File: src/rtl/core/smgm_pkg.sv
package smgm_pkg;
  localparam int unsigned WORD_W = 32;
  localparam int unsigned RAND_W = 16;
  localparam int unsigned CNT_W = 11;
  localparam int unsigned MAX_SAMPLES = 1024;
  localparam logic [63:0] LN2_Q32 = 64'd2977044472;
  localparam logic signed [31:0] HALF_LN_2PI_Q16 = 32'sd60223;
  localparam logic signed [31:0] SAT_MAX = 32'sh7FFF_FFFF;
  localparam logic signed [31:0] SAT_MIN = 32'sh8000_0000;

  localparam logic MODE_WRITE = 1'b0;
  localparam logic MODE_MOVE  = 1'b1;

  // One queued request passed from front to back.
  typedef struct packed {
    logic [9:0]         sample_index;
    logic signed [31:0] sample_value;
    logic               mode;
    logic signed [31:0] walker_mean;
    logic signed [31:0] walker_sigma;
    logic signed [31:0] partner_mean;
    logic signed [31:0] partner_sigma;
    logic [15:0]        stretch_random;
    logic [15:0]        accept_random;
  } req_t;

  function automatic logic signed [31:0] sat32(input logic signed [35:0] v);
    if (v > 36'sd2147483647) return SAT_MAX;
    if (v < -36'sd2147483648) return SAT_MIN;
    return v[31:0];
  endfunction
endpackage

File: src/rtl/core/smgm_front.sv
// Two-entry request queue; takes start while the back is busy.
module smgm_front (
  input  logic         clk,
  input  logic         rst,
  input  logic         start,
  input  smgm_pkg::req_t req_in,
  output logic         busy,
  output logic         q_valid,
  output smgm_pkg::req_t q_req,
  input  logic         q_pop
);
  import smgm_pkg::*;

  req_t slot [2];
  logic rd_ptr, wr_ptr;
  logic [1:0] count;
  logic push;

  assign busy = (count == 2'd2);
  assign push = start && !busy;
  assign q_valid = (count != 2'd0);
  assign q_req = slot[rd_ptr];

  always_ff @(posedge clk) begin
    if (push) slot[wr_ptr] <= req_in;
    if (rst) begin
      rd_ptr <= 1'b0;
      wr_ptr <= 1'b0;
      count <= 2'd0;
    end else begin
      if (push) wr_ptr <= !wr_ptr;
      if (q_pop) rd_ptr <= !rd_ptr;
      count <= count + {1'b0, push} - {1'b0, q_pop};
    end
  end
endmodule

File: config.mk
export PLATFORM = sky130hd
export DESIGN_NAME = smgm_front
export DESIGN_NICKNAME = d
export VERILOG_FILES = /design/src/rtl/core/smgm_pkg.sv /design/src/rtl/core/smgm_front.sv
export SDC_FILE = /design/constraint.sdc
export NUM_CORES = 1
export LEC_CHECK = 0
export ABC_AREA = 1
export BUFFER_PORTS_ARGS = -buffer_cell sky130_fd_sc_hd__buf_4
export CAP_MARGIN = 20
export CORE_MARGIN = 5
export CORE_UTILIZATION = 55
export DETAILED_ROUTE_END_ITERATION = 12
export HOLD_SLACK_MARGIN = 0.08
export PLACE_DENSITY = 0.94
export SYNTH_ARGS = -nofsm -noshare
export SYNTH_HDL_FRONTEND = slang
export SYNTH_SLANG_ARGS = --single-unit
File: constraint.sdc
create_clock -name clk -period 21.2 [get_ports clk]
set_input_delay 0 -clock clk [delete_from_list [all_inputs] [get_ports clk]]
set_output_delay 0 -clock clk [all_outputs]
set_load 0.05 [all_outputs]
==> impl_metrics.yaml, run 1 <==
cts:
  cts-resized-gates: 0
  cts.path.max_buffers: 3
  cts_buffers: 41
  clockRootBuffer: "clkbuf_16"
  holdBufCountCts: 207
  tritoncts: "done"
  htreeDepth: 2
  post_cts_buffers: 0
  clk_pin_slew_ns: 0.06
  clock_latency_ns: 0.51
  cts.sinks: 411
global_routing:
  first_global_vias: 9899
  track_usage_pct: 25.6
  grt_start_max_net_pins: 126
  overflow: 0
  grt_first_pass_wirelength_um: 60500
  antenna_found_initial: 2
routing:
  vias: 9023
  routed_wl_um: 42300
  ant_nets: 0
  drt_iter0_drc: 619
  drtPass1Iterations: 5
  drc_errors: 0
  wl_per_cell_um: 24.6
  viasPerCell: 5.25
die:
  die_y_um: 178
  ios: 412
  start_util_pct: 56.0
  die-area_um2: 31800
  core-area_um2: 27900
  die_width_um: 178
  rows: 61
timing:
  fmax_ghz: 0.258
  finalSetupViolations: 0
  skew_ns: 0.0109
  fin_setup_tns_ns: 0
  fin_crit_ns: 3.87
  hold_violations: 0
  finalCritPeriodShare_pct: 18.3
  rsz0062_at_grt: "false"
  relSlewSlack_pct: 23.6
  worst_pin_slew_ns: 1.15
  slew_violations: 0
logic_synthesis:
  yosys.area.top_type_share_pct: 78.2
  avgSynthCellArea_um2: 23.4
  yosys_warnings: 0
  netlist_area_um2: 15600
  syn-num-nets: 874
  synth.distinct_cells: 14
  ys_ff_latch: 411
  ys_top_cells_by_area: "edfxtp_1 78%, mux2_4 16%, mux2_2 2.4%"
  yosysTopAreaCell: "edfxtp_1"
  yosysSeqAreaShare_pct: 78.8
  synth_cells: 665
place:
  dp_hpwl_um: 23000
  io_buffer_count: 411
  place.gp.congestion: 0.811
worst_setup_path:
  cp_data_required_time_ns: 21.20
  setup.worst_path.end_class: "output port"
  r2r_slack_ns: 18.25
  arrival_ns: 3.87
  critPathKind: "reg -> out"
  path_max_fanout: 56
  cp-start-kind: "flop"
run_status:
  status: "completed"
power:
  power.density_nw_per_um2: 100
  ir_worst_vdd_mv: 0.0879
  leakagePower_nw: 8.83
finish:
  fill_cells: 1264
  drive_gt1_share_pct: 50.9
  utilization_pct: 80.3
  final_common_cell: "buf_4"
  fin_nets: 1519
  area_delta_synth_final_pct: 43.5
  mostFrequentLayoutCells: "418 x buf_4, 406 x edfxtp_1, 207 x dlygate4sd3_1, 170 x mux2_4, 41 x clkbuf_16"
worst_hold_path:
  hold_class: "in -> reg"
job:
  cap_viol_max_count: 0
[power breakdown]
group	internal, W	switching (W)
clock network	0.000429	0.000296
registers	0.000976	0.0000280
logic	0.000195	0.000320
[worst max-delay path: stages, from the launching register on]
cell and delay, ns:
dfxtp_4 0.81, buf_4 0.94, buf_4 0.91, mux2_4 0.36, buf_4 0.19
[logic make-up (layout without fill, tap and decap cells)]
family | after synthesis | in the layout | share of synthesized area (%)
DFF | 411 | 411 | 78.8
xor gates and xnor gates | 1 | 1 | 0.0562
other | 0 | 4 | 0
buffers and inverters | 31 | 703 | 1.76
and+or+nand+nor | 15 | 15 | 0.377
AOI/OAI and AO/OA | 2 | 2 | 0.0642
muxes | 203 | 203 | 18.8
adders and majority gates | 2 | 2 | 0.160
[metal layers]
layer / vias up / part of all wire [%] / GRT usage (%)
met3: 80 / 8.4 / 5.91
met5: - / 0 / 0
li1: 3925 / - / -
met2: 492 / 54 / 46.6
met4: 0 / 3.2 / 9.18
met1: 4526 / 35 / 29.7
[cells in the mapped netlist]
| master | n |
|---|---|
| nand3_1 | 2 |
| nand2_1 | 7 |
| buf_2 | 3 |
| mux2_4 | 170 |
| xnor2_1 | 1 |
| a21oi_1 | 2 |
| edfxtp_1 | 406 |
| mux2_2 | 33 |
| nor2_1 | 6 |
| inv_1 | 8 |
| buf_6 | 19 |
| dfxtp_1 | 5 |
| buf_8 | 1 |
| ha_1 | 2 |
[state kept, by name (all words and copies together) (netlist names), named ones only]
register and count:
wr_ptr 1, rd_ptr 1, count 2, slot 406
[layout make-up]
type                            count  area, µm²  share of cell area (%)
Clock buffer                       50       1060                    4.74
Clock inverter                     20        259                    1.16
Sequential cell                   411      12300                    54.9
Multi-Input combinational cell    223       3030                    13.6
Timing Repair Buffer              625       5210                    23.3
Inverter                            8       37.5                   0.168
Antenna cell                        4       10.0                  0.0447
Tap cell                          378        473                    2.11
[metrics by stage]
step	area, µm²	worst slack (ns)	total power (W)	std cells	hold slack [ns]
floorplan	15600	11.48	0.00136	665	0.0712
global placement	19000	18.03	0.00147	1438	0.184
detailed placement	19000	17.93	0.00149	1438	0.188
CTS	22400	17.38	0.00224	1715	0.187
global route	22400	17.22	0.00231	1717	0.205
finish	22400	17.33	0.00224	1719	0.217
[path summary, 6_finish.rpt]
path	cells past startpoint	from	endpoint
hold reg to reg	2	rd_ptr	rd_ptr
hold / removal	2	req_in[165]	slot[0][165]
setup / recovery	4	flop	q_req[45]
setup reg to reg	5	count[0]	slot[1][62]
Note: power is estimated with default switching activity, not from simulation.
==> run 2: changes to the inputs <==
Settings changed: ABC_AREA 1 to 0, CORE_UTILIZATION 55 to 47, PLACE_DENSITY 0.94 to 0.86.
Clock period 21.2 ns to 3.39 ns, I/O delays scaled along.
==> run 2 against run 1 <==
  * Non-clock buffer count increased by 20
  * Area after synthesis about the same
  * Global-route usage shrank 4.7 points
  * Utilization is 11 points lower
  * Setup slack worse by 16 ns
  * Critical path type unchanged
  * Critical endpoint is now q_req[108]
  * Largest cell class unchanged
  * Largest power group unchanged
==> impl_metrics.yaml, run 2 <==
power:
  leakagePower_nw: 8.91
  ir_worst_vdd_mv: 0.523
  power.density_nw_per_um2: 667
cts:
  clk_pin_slew_ns: 0.07
  clock_latency_ns: 0.52
  tritoncts: "done"
  post_cts_buffers: 0
  cts_buffers: 40
  cts.sinks: 411
  cts.path.max_buffers: 3
  cts-resized-gates: 0
  htreeDepth: 2
  clockRootBuffer: "clkbuf_16"
worst_setup_path:
  setup.worst_path.end_class: "output port"
  cp_cell_sequence: "buf_12 -> mux2_4 -> buf_4"
  cpPeakStageDelay_ns: 0.68
  r2r_end: "slot[0][56]"
  r2r-start: "count[0]"
  crit_buf_inv: 2
  critPathTopFamily: "flip-flops"
  critPathKind: "reg -> out"
  cp-start-kind: "flop"
  arrival_ns: 2.35
  reg2reg_depth: 6
  path_max_fanout: 67
  cp_data_required_time_ns: 3.39
  r2r_slack_ns: 1.18
  critPathSlowestCell: "dfxtp_4"
finish:
  finalInstanceArea_um2: 22700
  layout.cells.non_filler: 1791
  final_common_cell: "buf_4"
  fill_cells: 1910
  multi_input_area_um2: 3050
  area_delta_synth_final_pct: 45.4
  n_antenna_cell: 0
  mostFrequentLayoutCells: "424 x buf_4, 406 x edfxtp_1, 208 x dlygate4sd3_1, 170 x mux2_4, 41 x clkbuf_16"
  layout.area.seq_um2: 12300
  largest_reg_flops: 406
  fin_nets: 1530
  top_register: "slot"
  reg_top3: "slot x406, count x2"
  drive_gt1_share_pct: 52.0
routing:
  wl_per_cell_um: 22.1
  vias: 8769
  routed_wl_um: 39700
  viasPerCell: 4.90
  drc_errors: 0
  drt_iter0_drc: 364
  ant_nets: 0
  drtPass1Iterations: 5
timing:
  slew_violations: 0
  rsz0062_at_grt: "false"
  hold_violations: 0
  worst_pin_slew_ns: 0.759
  relSlewSlack_pct: 49.4
  finalSetupViolations: 0
  fmax_ghz: 0.425
  holdWs_ns: 0.206
  skew_ns: 0.00823
  finalCritPeriodShare_pct: 69.4
  fin_crit_ns: 2.35
die:
  ios: 412
  die_width_um: 192
  core-area_um2: 32600
  die_y_um: 192
  die-area_um2: 36900
  start_util_pct: 47.8
  rows: 66
global_routing:
  grt_start_max_net_pins: 74
  antenna_found_initial: 0
  track_usage_pct: 20.9
  overflow: 0
  first_global_vias: 9759
  grt_first_pass_wirelength_um: 58100
place:
  dp_cells: 1513
  place.gp.congestion: 0.758
  io_buffer_count: 411
  placed_area_um2: 19400
  dp_hpwl_um: 24200
logic_synthesis:
  netlist_area_um2: 15600
  yosysSeqAreaShare_pct: 78.9
  ys.flop_type: "edfxtp_1"
  yosys_warnings: 0
  synth_edf_count: 406
  ys_top_cells_by_area: "edfxtp_1 78%, mux2_4 16%, mux2_2 2.4%"
  syn-num-nets: 866
  yosysMostFrequentCell: "edfxtp_1"
  synth.distinct_cells: 20
  ys_async_sr_fraction_pct: 0
  yosysTopAreaCell: "edfxtp_1"
  netlist_top_cells_count: "406 x edfxtp_1, 170 x mux2_4, 33 x mux2_2, 19 x buf_6, 5 x dfxtp_1"
  ys_ff_latch: 411
  yosys.area.top_type_share_pct: 78.2
  avgSynthCellArea_um2: 23.7
  synth_cells: 657
worst_hold_path:
  hold_path_end: "slot[1][191]"
  hold_class: "in -> reg"
  min_path_cells: 2
  hold_path_startpoint: "req_in[191]"
job:
  cap_viol_max_count: 0
run_status:
  status: "completed"
[run 2: changes by cell type in the layout (fill, tap and decap cells not counted), moves of 2 or more]
cell / before / now
buf_12: 0 / 13
diode_2: 4 / 0
nor2_1: 5 / 3
inv_8: 2 / 0
bufinv_16: 6 / 2
buf_4: 418 / 424
clkbuf_1: 9 / 11
nand3_1: 2 / 0
inv_1: 7 / 2
nand2_1: 7 / 1
[run 2: logic make-up after synthesis]
group                    count (synthesis)  share of synthesized area, %
XOR/XNOR                                 3                         0.169
AO/OA/AOI/OAI                            2                        0.0642
flip-flops                             411                          78.9
adder cells (fa/ha/maj)                  2                         0.161
buffers and inverters                   27                          1.66
multiplexers                           203                          18.8
AND/OR/NAND/NOR                          9                         0.297
[run 2: layout make-up]
cell class	count	area share (%)
well taps	442	2.44
inverters	4	0.0994
clock buffers	52	4.71
repair buffers	645	24.4
flip-flops and latches	411	54.3
multi-input cells	219	13.5
clock inverters	18	0.646
[run 2: metrics by stage]
stage | util (%) | setup TNS, ns | total power (W) | worst slack [ns]
2_1_floorplan | - | -176.41 | 0.00953 | -0.846
3_3_place_gp | 59.4 | 0 | 0.0107 | 1.28
3_5_place_dp | 59.4 | 0 | 0.0108 | 1.22
4_1_cts | 69.5 | 0 | 0.0151 | 1.03
5_1_grt | 69.5 | 0 | 0.0156 | 0.963
6_report | 69.5 | 0 | 0.0151 | 1.04
[run 2: how the worst max path moves through the flow]
stage	depth (start not counted)	startpoint	end	slack, ns
global route	4	flop	q_req[178]	0.96
global placement	6	count[0]	slot[0][121]	1.28
floorplan	4	count[0]	slot[0][0]	-0.85
detailed placement	6	count[0]	slot[0][108]	1.22
CTS	4	flop	q_req[1]	1.03
finish	3	flop	q_req[108]	1.04
[run 2: worst register-to-register path, stage by stage, from the launching register on]
cell and delay (ns):
dfxtp_1 0.36, nand2b_4 0.16, clkinvlp_4 0.11, or3_4 0.40, clkinvlp_4 0.36, buf_12 0.24, buf_12 0.25
[run 2: timing repair]
action | CTS | global route
hold buffers | 208 | 0
hold endpoints to repair | 411 | 0
endpoints found under the setup margin | 0 | 0
[run 2: per-layer routing]
metal  vias up  share of wire (%)  track usage (%)
met4         0                3.3             6.94
met3        82                8.4             6.11
met2       393                 53             38.6
met5         -                  0                0
li1       3937                  -                -
met1      4357                 35             23.0
[run 2: where the power goes]
part / switching [W] / total, W / internal, W
clock network: 0.00181 / 0.00419 / 0.00238
logic: 0.00271 / 0.00433 / 0.00162
registers: 0.000209 / 0.00659 / 0.00638
total: 0.00473 / 0.0151 / 0.0104
==> run 3: changes to the inputs <==
Settings changed: ABC_AREA 0 to 1, CORE_UTILIZATION 47 to 53, PLACE_DENSITY 0.86 to 0.91.
Clock period 3.39 ns to 2.4 ns, I/O delays scaled along.
==> run 3 against run 2 <==
  * Cell count shrank 3.4%
  * Combinational power grew 7.4%
  * Largest power group unchanged
  * Sequential cell count is the same
  * Clock power grew 56%
  * First-iteration DRC count grew 81%
  * Wire length grew 8.3%
  * Largest cell class unchanged
  * Non-clock buffer count shrank 11
==> impl_metrics.yaml, run 3 (same netlist as run 1, synthesis figures left out) <==
run_status:
  status: "completed"
worst_setup_path:
  reg2reg_depth: 11
  cp_data_required_time_ns: 2.40
  cp-start-kind: "flop"
  cpPeakStageDelay_ns: 0.55
  setup.worst_path.end_class: "output port"
  timing.critical_path.mode_cell: "buf_4"
  critPathSlowestCell: "dfxtp_4"
  cp_cell_sequence: "buf_4 -> mux2_2 -> buf_4"
  r2r-start: "count[0]"
  critPathKind: "reg -> out"
  r2r_end: "count[1]"
  r2r_slack_ns: 0.69
  arrival_ns: 2.11
  path_max_fanout: 29
routing:
  drc_errors: 0
  routed_wl_um: 43000
  drtPass1Iterations: 5
  wl_per_cell_um: 24.8
  drt_iter0_drc: 658
  viasPerCell: 5.24
  vias: 9063
  ant_nets: 0
timing:
  hold_violations: 0
  fmax_ghz: 0.475
  finalCritPeriodShare_pct: 87.7
  worst_pin_slew_ns: 0.560
  relSlewSlack_pct: 62.7
  fin_crit_ns: 2.11
  finalSetupViolations: 0
  skew_ns: 0.0150
  slew_violations: 0
  setup_ws_ns: 0.294
  rsz0062_at_grt: "false"
power:
  power.density_nw_per_um2: 886
  totalPowerFinal_w: 0.0200
  ir_worst_vdd_mv: 0.785
  leakagePower_nw: 8.93
finish:
  reg_top3: "slot x406, count x2"
  area_delta_synth_final_pct: 44.9
  final_common_cell: "buf_4"
  top_register: "slot"
  fin_nets: 1528
  mostFrequentLayoutCells: "419 x buf_4, 406 x edfxtp_1, 207 x dlygate4sd3_1, 170 x mux2_4, 41 x clkbuf_16"
  n_antenna_cell: 0
  layout.cells.non_filler: 1731
  drive_gt1_share_pct: 52.0
  utilization_pct: 78.3
  layout.area.seq_um2: 12300
  fill_cells: 1420
  largest_reg_flops: 406
  multi_input_area_um2: 3040
job:
  cap_viol_max_count: 0
place:
  dp_hpwl_um: 23600
  place.gp.congestion: 0.827
  io_buffer_count: 411
  dp_cells: 1453
  place_ws_ns: 0.732
worst_hold_path:
  hold_class: "in -> reg"
  hold_path_end: "slot[1][158]"
  min_path_cells: 2
  hold_path_startpoint: "req_in[158]"
cts:
  cts_buffers: 41
  post_cts_buffers: 0
  clk_pin_slew_ns: 0.07
  clock_latency_ns: 0.51
  clockRootBuffer: "clkbuf_16"
  cts.sinks: 411
  tritoncts: "done"
  cts.path.max_buffers: 3
  cts-resized-gates: 0
  htreeDepth: 2
global_routing:
  antenna_found_initial: 2
  gr-usage-met3_pct: 5.96
  grt_first_pass_wirelength_um: 63100
  use_met2_pct: 47.1
  grt_start_max_net_pins: 99
  grt_use_met1_pct: 28.9
  first_global_vias: 10100
  overflow: 0
  top_usage_layer: "met2"
  track_usage_pct: 25.2
die:
  die-area_um2: 32900
  ios: 412
  die_y_um: 182
  die_width_um: 182
  core-area_um2: 28900
  start_util_pct: 54.0
  rows: 62
## run 3: how the worst max path moves through the flow
stage / startpoint / end / slack (ns) / cells after the start
floorplan: count[0] / slot[0][0] / -1.54 / 4
global placement: count[0] / slot[0][10] / 0.78 / 6
detailed placement: count[0] / slot[0][10] / 0.73 / 6
CTS: flop / q_req[6] / 0.26 / 3
global route: flop / q_req[7] / 0.21 / 3
finish: flop / q_req[7] / 0.29 / 3
## run 3: worst max-delay path, delay by kind of cell, from the launching register on
kind     cells  cell delay (ns)
buf+inv      2             0.64
mux          1             0.41
flops        1             0.55
## run 3: routing by layer
| layer | routed length (µm) | vias to the layer above |
|---|---|---|
| met5 | 21 | - |
| met4 | 1210 | 4 |
| met3 | 3130 | 83 |
| met2 | 23500 | 500 |
| met1 | 15100 | 4540 |
| li1 | - | 3936 |
## run 3: metrics by stage
step	hold WS, ns	setup TNS, ns	area (µm²)
after floorplan	0.0638	-619.92	15600
after global placement	0.185	0	19200
after detailed placement	0.187	0	19200
after CTS	0.194	0	22600
after global routing	0.213	0	22600
final	0.220	0	22600
## run 3: what timing repair did
item	CTS	global route
hold endpoints to repair	413	0
setup endpoints to repair	0	0
hold buffers	207	0
## run 3: where the power goes
part	total, W	internal (W)	switching, W
sequential	0.00883	0.00861	0.000225
clock	0.00652	0.00390	0.00262
combinational	0.00465	0.00177	0.00288
total	0.0200	0.0143	0.00573
## run 3: cell type report
cell class,instances,area share [%]
Clock buffer,45,4.61
Clock inverter,26,1.41
Inverter,8,0.150
Sequential cell,411,54.4
Tap cell,384,2.13
Multi-Input combinational cell,223,13.5
Timing Repair Buffer,634,23.8
